`src/rtl/multiplexed_clock_digit_driver_macros.svh`:
```
// Assertion macros for the multiplexed clock digit driver.
// Used by the RTL files that carry concurrent checks; needs nothing else.
`ifndef MULTIPLEXED_CLOCK_DIGIT_DRIVER_MACROS_SVH
`define MULTIPLEXED_CLOCK_DIGIT_DRIVER_MACROS_SVH

`ifndef ASSERT_OFF
// Checked only while out of reset.
`define MCDD_ASSERT(lbl, clk, rst_n, prop, msg) \
  lbl: assert property (@(posedge clk) disable iff (!rst_n) prop) else $error(msg);
// Checked at every edge, reset included.
`define MCDD_ASSERT_ALWAYS(lbl, clk, prop, msg) \
  lbl: assert property (@(posedge clk) prop) else $error(msg);
`else
`define MCDD_ASSERT(lbl, clk, rst_n, prop, msg)
`define MCDD_ASSERT_ALWAYS(lbl, clk, prop, msg)
`endif

`endif

```
`src/rtl/mcdd_pkg.sv`:
```
// Package for the multiplexed clock digit driver: types, limits, segment table.
// No dependencies; imported by mcdd_decode and the top level.
`default_nettype none

package mcdd_pkg;

  localparam int NUM_DIGITS_DEF = 6;   // default scan length
  localparam int NUM_SHOWN      = 6;   // positions that carry a time digit

  localparam logic [4:0] HOUR_MAX = 5'd23;
  localparam logic [5:0] MINSEC_MAX = 6'd59;

  localparam logic [7:0] SEG_BLANK = 8'hFF;

  typedef logic [2:0] pos_t;
  typedef logic [3:0] digit_t;
  typedef logic [7:0] seg_t;
  typedef logic [5:0] enable_t;

  typedef struct packed {
    seg_t    seg;
    enable_t enable;
    pos_t    pos;
  } result_t;

  // Tens digit of a value 0..63 via multiply by 13 and shift by 7.
  function automatic digit_t tens_of(input logic [5:0] v);
    logic [9:0] prod;
    prod = 10'(v) * 10'd13;
    return digit_t'(prod[9:7]);
  endfunction

  function automatic digit_t ones_of(input logic [5:0] v);
    logic [5:0] t;
    t = 6'(tens_of(v)) * 6'd10;
    return digit_t'(v - t);
  endfunction

  // Active-low segment patterns, bit 0 is the decimal point (lit for all digits but 1 and 2).
  function automatic seg_t seg_of(input digit_t d);
    seg_t s;
    unique case (d)
      4'd0:    s = 8'h80;
      4'd1:    s = 8'hF3;
      4'd2:    s = 8'h49;
      4'd3:    s = 8'h60;
      4'd4:    s = 8'h32;
      4'd5:    s = 8'h24;
      4'd6:    s = 8'h04;
      4'd7:    s = 8'hF0;
      4'd8:    s = 8'h00;
      4'd9:    s = 8'h30;
      default: s = SEG_BLANK;
    endcase
    return s;
  endfunction

endpackage

`default_nettype wire

```
`src/rtl/mcdd_decode.sv`:
```
// Digit decode: clamps the time, picks the digit at a scan position, builds
// the segment byte and digit select. Depends on mcdd_pkg.
`default_nettype none

module mcdd_decode (
  input  wire logic [4:0]      hour,
  input  wire logic [5:0]      minute,
  input  wire logic [5:0]      second,
  input  wire mcdd_pkg::pos_t  pos,
  output mcdd_pkg::result_t    res
);
  import mcdd_pkg::*;

  logic [5:0] h_c, m_c, s_c;
  digit_t     digit;
  logic       have_digit;

  always_comb begin
    h_c = (hour > HOUR_MAX) ? 6'(HOUR_MAX) : 6'(hour);
    m_c = (minute > MINSEC_MAX) ? MINSEC_MAX : minute;
    s_c = (second > MINSEC_MAX) ? MINSEC_MAX : second;

    have_digit = 1'b1;
    unique case (pos)
      3'd0:    digit = ones_of(s_c);
      3'd1:    digit = tens_of(s_c);
      3'd2:    digit = ones_of(m_c);
      3'd3:    digit = tens_of(m_c);
      3'd4:    digit = ones_of(h_c);
      3'd5:    digit = tens_of(h_c);
      default: begin
        digit      = '0;
        have_digit = 1'b0;
      end
    endcase

    res.pos = pos;
    if (have_digit) begin
      res.seg    = seg_of(digit);
      res.enable = enable_t'(6'd1 << pos);
    end else begin
      res.seg    = SEG_BLANK;
      res.enable = '0;
    end
  end

endmodule

`default_nettype wire

```
`src/rtl/multiplexed_clock_digit_driver.sv`:
```
// Multiplexed clock digit driver, top level.
// Depends on mcdd_pkg, mcdd_decode and the assertion macro header.
//
// Usage:
//  - Input channel (in_valid / in_stall): one transaction per refresh tick,
//    carrying hour, minute and second in binary. Values above range are
//    clamped (hour to 23, minute and second to 59).
//  - Result channel (out_valid / out_stall): one transaction per input,
//    giving the active-low segment byte, the one-hot digit select and the
//    scan position shown. Position 0 is seconds ones, 5 is hours tens;
//    positions 6 and 7 (NUM_DIGITS above 6) show blank with no select.
//  - out_valid rises once an accepted transaction has passed the input register,
//    then the result register. One transaction per cycle while out_stall is low.
//  - The scan index is sampled and advanced when an input is accepted,
//    wrapping to 0 after position NUM_DIGITS-1.
//  - Reset (rst_n low, synchronous) clears the scan index and both valid
//    flags; no result is pending afterwards.
//  - When out_stall holds a result, the input register keeps one more
//    transaction; in_stall rises only when both stages are full.
`default_nettype none
`include "multiplexed_clock_digit_driver_macros.svh"

module multiplexed_clock_digit_driver #(
  parameter int NUM_DIGITS = mcdd_pkg::NUM_DIGITS_DEF
) (
  input  wire logic       clk,
  input  wire logic       rst_n,
  input  wire logic       in_valid,
  output logic            in_stall,
  input  wire logic [4:0] in_hour,
  input  wire logic [5:0] in_minute,
  input  wire logic [5:0] in_second,
  output logic            out_valid,
  input  wire logic       out_stall,
  output logic [7:0]      out_segment_pattern,
  output logic [5:0]      out_digit_enable,
  output logic [2:0]      out_digit_position
);
  import mcdd_pkg::*;

  localparam pos_t LAST_POS = pos_t'(NUM_DIGITS - 1);

  // Scan state
  pos_t scan_index_r, scan_index_nxt;

  // Input register stage
  logic       s1_valid_r, s1_valid_nxt;
  logic [4:0] s1_hour_r;
  logic [5:0] s1_minute_r, s1_second_r;
  pos_t       s1_pos_r;

  // Result register stage
  logic    out_valid_r, out_valid_nxt;
  result_t out_res_r;
  result_t dec_res;

  logic out_hold;   // result held by receiver
  logic s1_adv;     // input stage may take a new transaction
  logic in_acc;

  assign out_hold = out_valid_r && out_stall;
  assign s1_adv   = !s1_valid_r || !out_hold;
  assign in_stall = !s1_adv;
  assign in_acc   = in_valid && s1_adv;

  always_comb begin
    scan_index_nxt = scan_index_r;
    if (in_acc) begin
      scan_index_nxt = (scan_index_r >= LAST_POS) ? '0 : scan_index_r + 3'd1;
    end
    s1_valid_nxt  = s1_adv ? in_valid : s1_valid_r;
    out_valid_nxt = out_hold ? out_valid_r : s1_valid_r;
  end

  always_ff @(posedge clk) begin
    if (!rst_n) begin
      scan_index_r <= '0;
      s1_valid_r   <= 1'b0;
      out_valid_r  <= 1'b0;
    end else begin
      scan_index_r <= scan_index_nxt;
      s1_valid_r   <= s1_valid_nxt;
      out_valid_r  <= out_valid_nxt;
    end
  end

  // Payload registers, no reset
  always_ff @(posedge clk) begin
    if (in_acc) begin
      s1_hour_r   <= in_hour;
      s1_minute_r <= in_minute;
      s1_second_r <= in_second;
      s1_pos_r    <= scan_index_r;
    end
    if (!out_hold && s1_valid_r) begin
      out_res_r <= dec_res;
    end
  end

  mcdd_decode u_decode (
    .hour   (s1_hour_r),
    .minute (s1_minute_r),
    .second (s1_second_r),
    .pos    (s1_pos_r),
    .res    (dec_res)
  );

  assign out_valid           = out_valid_r;
  assign out_segment_pattern = out_res_r.seg;
  assign out_digit_enable    = out_res_r.enable;
  assign out_digit_position  = out_res_r.pos;

  `MCDD_ASSERT(a_scan_range, clk, rst_n, scan_index_r <= LAST_POS, "scan index beyond last digit")
  `MCDD_ASSERT(a_scan_step, clk, rst_n, (in_acc && scan_index_r != LAST_POS) |=> (scan_index_r == $past(scan_index_r) + 3'd1), "scan index did not advance")
  `MCDD_ASSERT(a_s1_keep, clk, rst_n, (s1_valid_r && out_hold) |=> s1_valid_r, "input stage dropped a transaction")
  `MCDD_ASSERT(a_sel_onehot, clk, rst_n, out_valid_r |-> $onehot0(out_digit_enable), "digit select not one-hot")
  `MCDD_ASSERT(a_sel_match, clk, rst_n, out_valid_r |-> ((out_digit_enable != 6'd0) == (out_digit_position < 3'(NUM_SHOWN))), "digit select disagrees with position")
  `MCDD_ASSERT_ALWAYS(a_rst_clear, clk, !rst_n |=> (!out_valid_r && !s1_valid_r), "valid set after reset")

endmodule

`default_nettype wire

```
`config.mk`:
```
export PLATFORM = sky130hd
export DESIGN_NAME = multiplexed_clock_digit_driver
export DESIGN_NICKNAME = d
export VERILOG_FILES = /design/src/rtl/mcdd_pkg.sv /design/src/rtl/mcdd_decode.sv /design/src/rtl/multiplexed_clock_digit_driver.sv
export VERILOG_INCLUDE_DIRS = /design/src /design/src/rtl
export SDC_FILE = /design/constraint.sdc
export NUM_CORES = 1
export LEC_CHECK = 0
export BUFFER_PORTS_ARGS = -buffer_cell sky130_fd_sc_hd__buf_4
export CAP_MARGIN = 20
export CELL_PAD_IN_SITES_DETAIL_PLACEMENT = 0
export CELL_PAD_IN_SITES_GLOBAL_PLACEMENT = 1
export CORE_MARGIN = 8
export CORE_UTILIZATION = 40
export DETAILED_ROUTE_END_ITERATION = 8
export PLACE_DENSITY = 0.68
export SETUP_SLACK_MARGIN = 0.5
export SYNTH_ARGS = -nofsm -noshare
export SYNTH_HDL_FRONTEND = slang
export SYNTH_SLANG_ARGS = --single-unit
```
`constraint.sdc`:
```
create_clock -name clk -period 7.3 [get_ports clk]
set_input_delay 0.365 -clock clk [delete_from_list [all_inputs] [get_ports clk]]
set_output_delay 0.365 -clock clk [all_outputs]
set_load 0.03 [all_outputs]
```
==> results.py <==
metrics = {
    "logic_synthesis": {
        "post_synth_inst_count": 282,
        "synth_top_flop_cell": "edfxtp_1",
        "synth_area_per_cell_um2": 11.0,
        "synth.ff_latch_count": 42,
        "synth_largest_type_area_fraction_pct": 35.9,
        "synth.cell_area_um2": 3100,
        "async_flop_share_pct": 0,
        "synth_top_cell_by_area": "edfxtp_1",
        "synth.net_count": 360,
        "yosysSeqAreaShare_pct": 39.1,
        "post_synth_num_cell_types": 51,
        "synth-edff-count": 37,
        "yosysWarningCount": 0,
        "yosys-top-cells-area": "edfxtp_1 (36%), ha_1 (20%), inv_1 (5.5%), fa_1 (5.2%), dfxtp_1 (3.2%)",
    },
    "floorplan": {
        "die-area_um2": 10800,
        "floorplan.die.width_um": 104,
        "die_h_um": 104,
        "pin_count": 40,
        "core_area_um2": 7610,
        "num_rows": 32,
        "start_util_pct": 40.7,
    },
    "power_and_ir_drop": {
        "power-per-cell-area_nw_per_um2": 226,
        "power.ir.vdd_worst_mv": 0.0988,
        "total_leakage_power_uw": 0.00173,
    },
    "worst_setup_path": {
        "cp-start-kind": "register",
        "reg2regPathDepth": 19,
        "arrival_ps": 5210,
        "cp_data_required_time_ps": 7340,
        "criticalPathCategory": "register to register",
        "cp_max_fo": 8,
        "setup.worst_path.end_class": "register",
        "rr_startpoint": "s1_minute_r[4]$_DFFE_PP_",
        "worst_r2r_endpoint": "out_segment_pattern[7]$_SDFFCE_PP1P_",
        "regToRegSetupSlack_ps": 2130,
    },
    "drt": {
        "detailroute.via_count": 2057,
        "met3_length_um": 237,
        "finalWirelength_mm": 5.60,
        "antenna_violating_nets_post_route": 0,
        "routed.top_layer": "met4",
        "wl_met2_mm": 2.66,
        "viasPerCell": 4.81,
        "number_of_remaining_drc_errors": 0,
        "routedWlPerCell_um": 13.1,
        "first_drt_iteration_drcs": 86,
        "firstDrtPassIters": 4,
        "routedLengthMet1_mm": 2.65,
    },
    "clock_tree": {
        "tritoncts": "done",
        "ctsHtreeMaxLevel": 2,
        "cts.repair.resized": 0,
        "cts_root_buffer": "clkbuf_8",
        "cts-buffers-inserted": 5,
        "cts_max_path_buffers": 2,
        "clock_sinks": 42,
        "clk-insertion-delay-late_ps": 300,
        "clock_pin_transition_on_the_worst_setup_and_hold_timing_paths_ps": 90,
        "cts_hold_repair.buffers": 0,
        "post_cts_setup_repair_bufs": 0,
    },
    "cells_and_area": {
        "antennaDiodeCount": 0,
        "postLayoutCellArea_um2": 3600,
        "finish.cell_count_without_fillers": 428,
        "fin_nets": 403,
        "post_route_cells_drive_above_1_share_pct": 18.7,
        "syn2layout_area_growth_pct": 16.1,
        "num-fill-cells": 732,
    },
    "run": {
        "cap_violations": 0,
    },
    "place": {
        "detailed_placement_wirelength_estimate_mm": 4.56,
        "post_dp_cell_area_um2": 3510,
        "placed_cells_incl_taps": 420,
        "buffer_ports.inserted": 39,
        "dp_slack_ps": 2130,
        "place.gp.congestion": 0.794,
    },
    "worst_hold_path": {
        "timing.hold.worst.start": "in_second[3]",
        "timing.hold.worst_path_depth": 1,
        "min_path_type": "primary input to register",
        "min_to": "s1_second_r[3]$_DFFE_PP_",
    },
    "grt": {
        "grt_usage_pct": 10.8,
        "grt_max_degree": 24,
        "grt_overflow_total": 0,
        "antenna_found_initial": 0,
        "grt_pass1_wl_mm": 9.75,
        "grt_pass1_vias": 2139,
    },
    "sta": {
        "finalSetupViolations": 0,
        "finalMaxSlewViolations": 0,
        "worst_pin_slew_ps": 862,
        "final_critical_path_setup_slack_ps": 2130,
        "min_period_over_period_pct": 70.9,
        "minimum_clock_period_ps": 5170,
        "rsz0062_at_grt": "no",
        "hold_violations": 0,
        "max_freq_mhz": 193,
        "setup-tns-final_ps": 0,
        "slew_headroom_pct": 42.5,
        "finalClockSkew_ps": 10.7,
    },
    "run_status": {
        "status": "finished clean",
    },
}
==> through the flow <==
stage	hold WS, ps	utilization (%)	total power [uW]
after floorplan	424	-	586
after global placement	471	46.2	668
after detailed placement	475	46.2	667
after CTS	226	47.3	822
after global routing	224	47.3	874
final	238	47.3	811
==> registers in the layout (all words and copies together), names as in the netlist <==
register and count:
out_digit_enable 6, out_digit_position 3, out_segment_pattern 8, out_valid 1, s1_hour_r 5, s1_minute_r 6, s1_pos_r 3, s1_second_r 6
s1_valid_r 1, scan_index_r 3
==> layer usage <==
layer	vias up	GRT usage, %
met4	0	3.52
li1	1070	-
met3	4	2.97
met2	33	18.3
met1	950	13.0
met5	-	0
==> cell type report <==
class / instances / area (um^2) / share of cell area, %
multi-input combinational: 191 / 1700 / 47.3
sequential: 42 / 1210 / 33.7
inverter: 45 / 169 / 4.70
clock buffer: 6 / 72.6 / 2.02
tap: 102 / 128 / 3.55
timing repair buffer: 40 / 300 / 8.35
clock inverter: 2 / 13.8 / 0.383
==> cells in the mapped netlist, drive strengths merged, types with 3 or more instances <==
| master | count |
|---|---|
| ha | 49 |
| inv | 45 |
| edfxtp | 37 |
| nor2 | 18 |
| nand2 | 15 |
| o21ai | 15 |
| a21oi | 8 |
| fa | 8 |
| and2 | 6 |
| xor2 | 6 |
| dfxtp | 5 |
| nand2b | 5 |
| nor3 | 5 |
| or2 | 5 |
| a21boi | 4 |
| and3 | 4 |
| clkbuf | 4 |
| xnor2 | 4 |
| xnor3 | 4 |
| a221oi | 3 |
| nor2b | 3 |
| o21a | 3 |
==> worst max-delay path, cell delays in order, from the launching register on <==
cell and delay, ps:
edfxtp_1 440, ha_1 280, and3_1 240, or2_2 320, ha_1 290, inv_1 50, fa_1 520, inv_1 40
ha_1 270, and3_1 170, a21oi_1 150, o21ai_1 80, xor2_1 190, ha_1 220, fa_1 380, xnor2_1 200
xnor3_1 390, a221oi_4 400, and2_1 230, a21oi_1 70
==> placed cells by master, fill, tap and decap left out, types with 3 or more instances in the layout <==
cell      instances
and2_1            6
nand2_1          15
nor3_1            4
xor2_1            6
ha_1             49
inv_1            45
or2_2             4
nand2b_1          5
edfxtp_1         37
a21boi_1          3
nor2b_1           3
xnor2_1           3
a21oi_1           7
and3_1            4
buf_4            40
o21ai_1           8
o21a_1            3
clkbuf_8          5
dfxtp_1           5
o21ai_0           6
fa_1              8
nor2_1           18
xnor3_1           4
==> power by group <==
part	leakage, uW	internal [uW]	switching (uW)
clock network	0.0000452	67.6	82.2
logic	0.00128	166	192
registers	0.000399	292	11.1
total	0.00173	526	286
==> worst max path at each step <==
stage | start | end | slack (ps) | cells past startpoint
floorplan | s1_minute_r[4]$_DFFE_PP_ | out_segment_pattern[6]$_SDFFCE_PP1P_ | 2480 | 19
global placement | s1_minute_r[4]$_DFFE_PP_ | out_segment_pattern[6]$_SDFFCE_PP1P_ | 2090 | 19
detailed placement | s1_minute_r[4]$_DFFE_PP_ | out_segment_pattern[7]$_SDFFCE_PP1P_ | 2130 | 19
CTS | s1_minute_r[4]$_DFFE_PP_ | out_segment_pattern[7]$_SDFFCE_PP1P_ | 2110 | 19
global route | s1_second_r[4]$_DFFE_PP_ | out_segment_pattern[4]$_SDFFCE_PP1P_ | 1690 | 21
finish | s1_minute_r[4]$_DFFE_PP_ | out_segment_pattern[7]$_SDFFCE_PP1P_ | 2130 | 19
==> kinds of logic (layout without fill, tap and decap cells) <==
family                   Yosys count  in the layout  share of synthesized area, %
AND/OR/NAND/NOR                   67             67                          11.0
adder cells (fa/ha/maj)           57             57                          25.0
AO/OA/AOI/OAI                     51             51                          12.3
buffers and inverters             49             93                          5.94
flip-flops                        42             42                          39.1
XOR/XNOR                          14             14                          5.98
multiplexers                       2              2                         0.687
(Power assumes the default switching activity.)
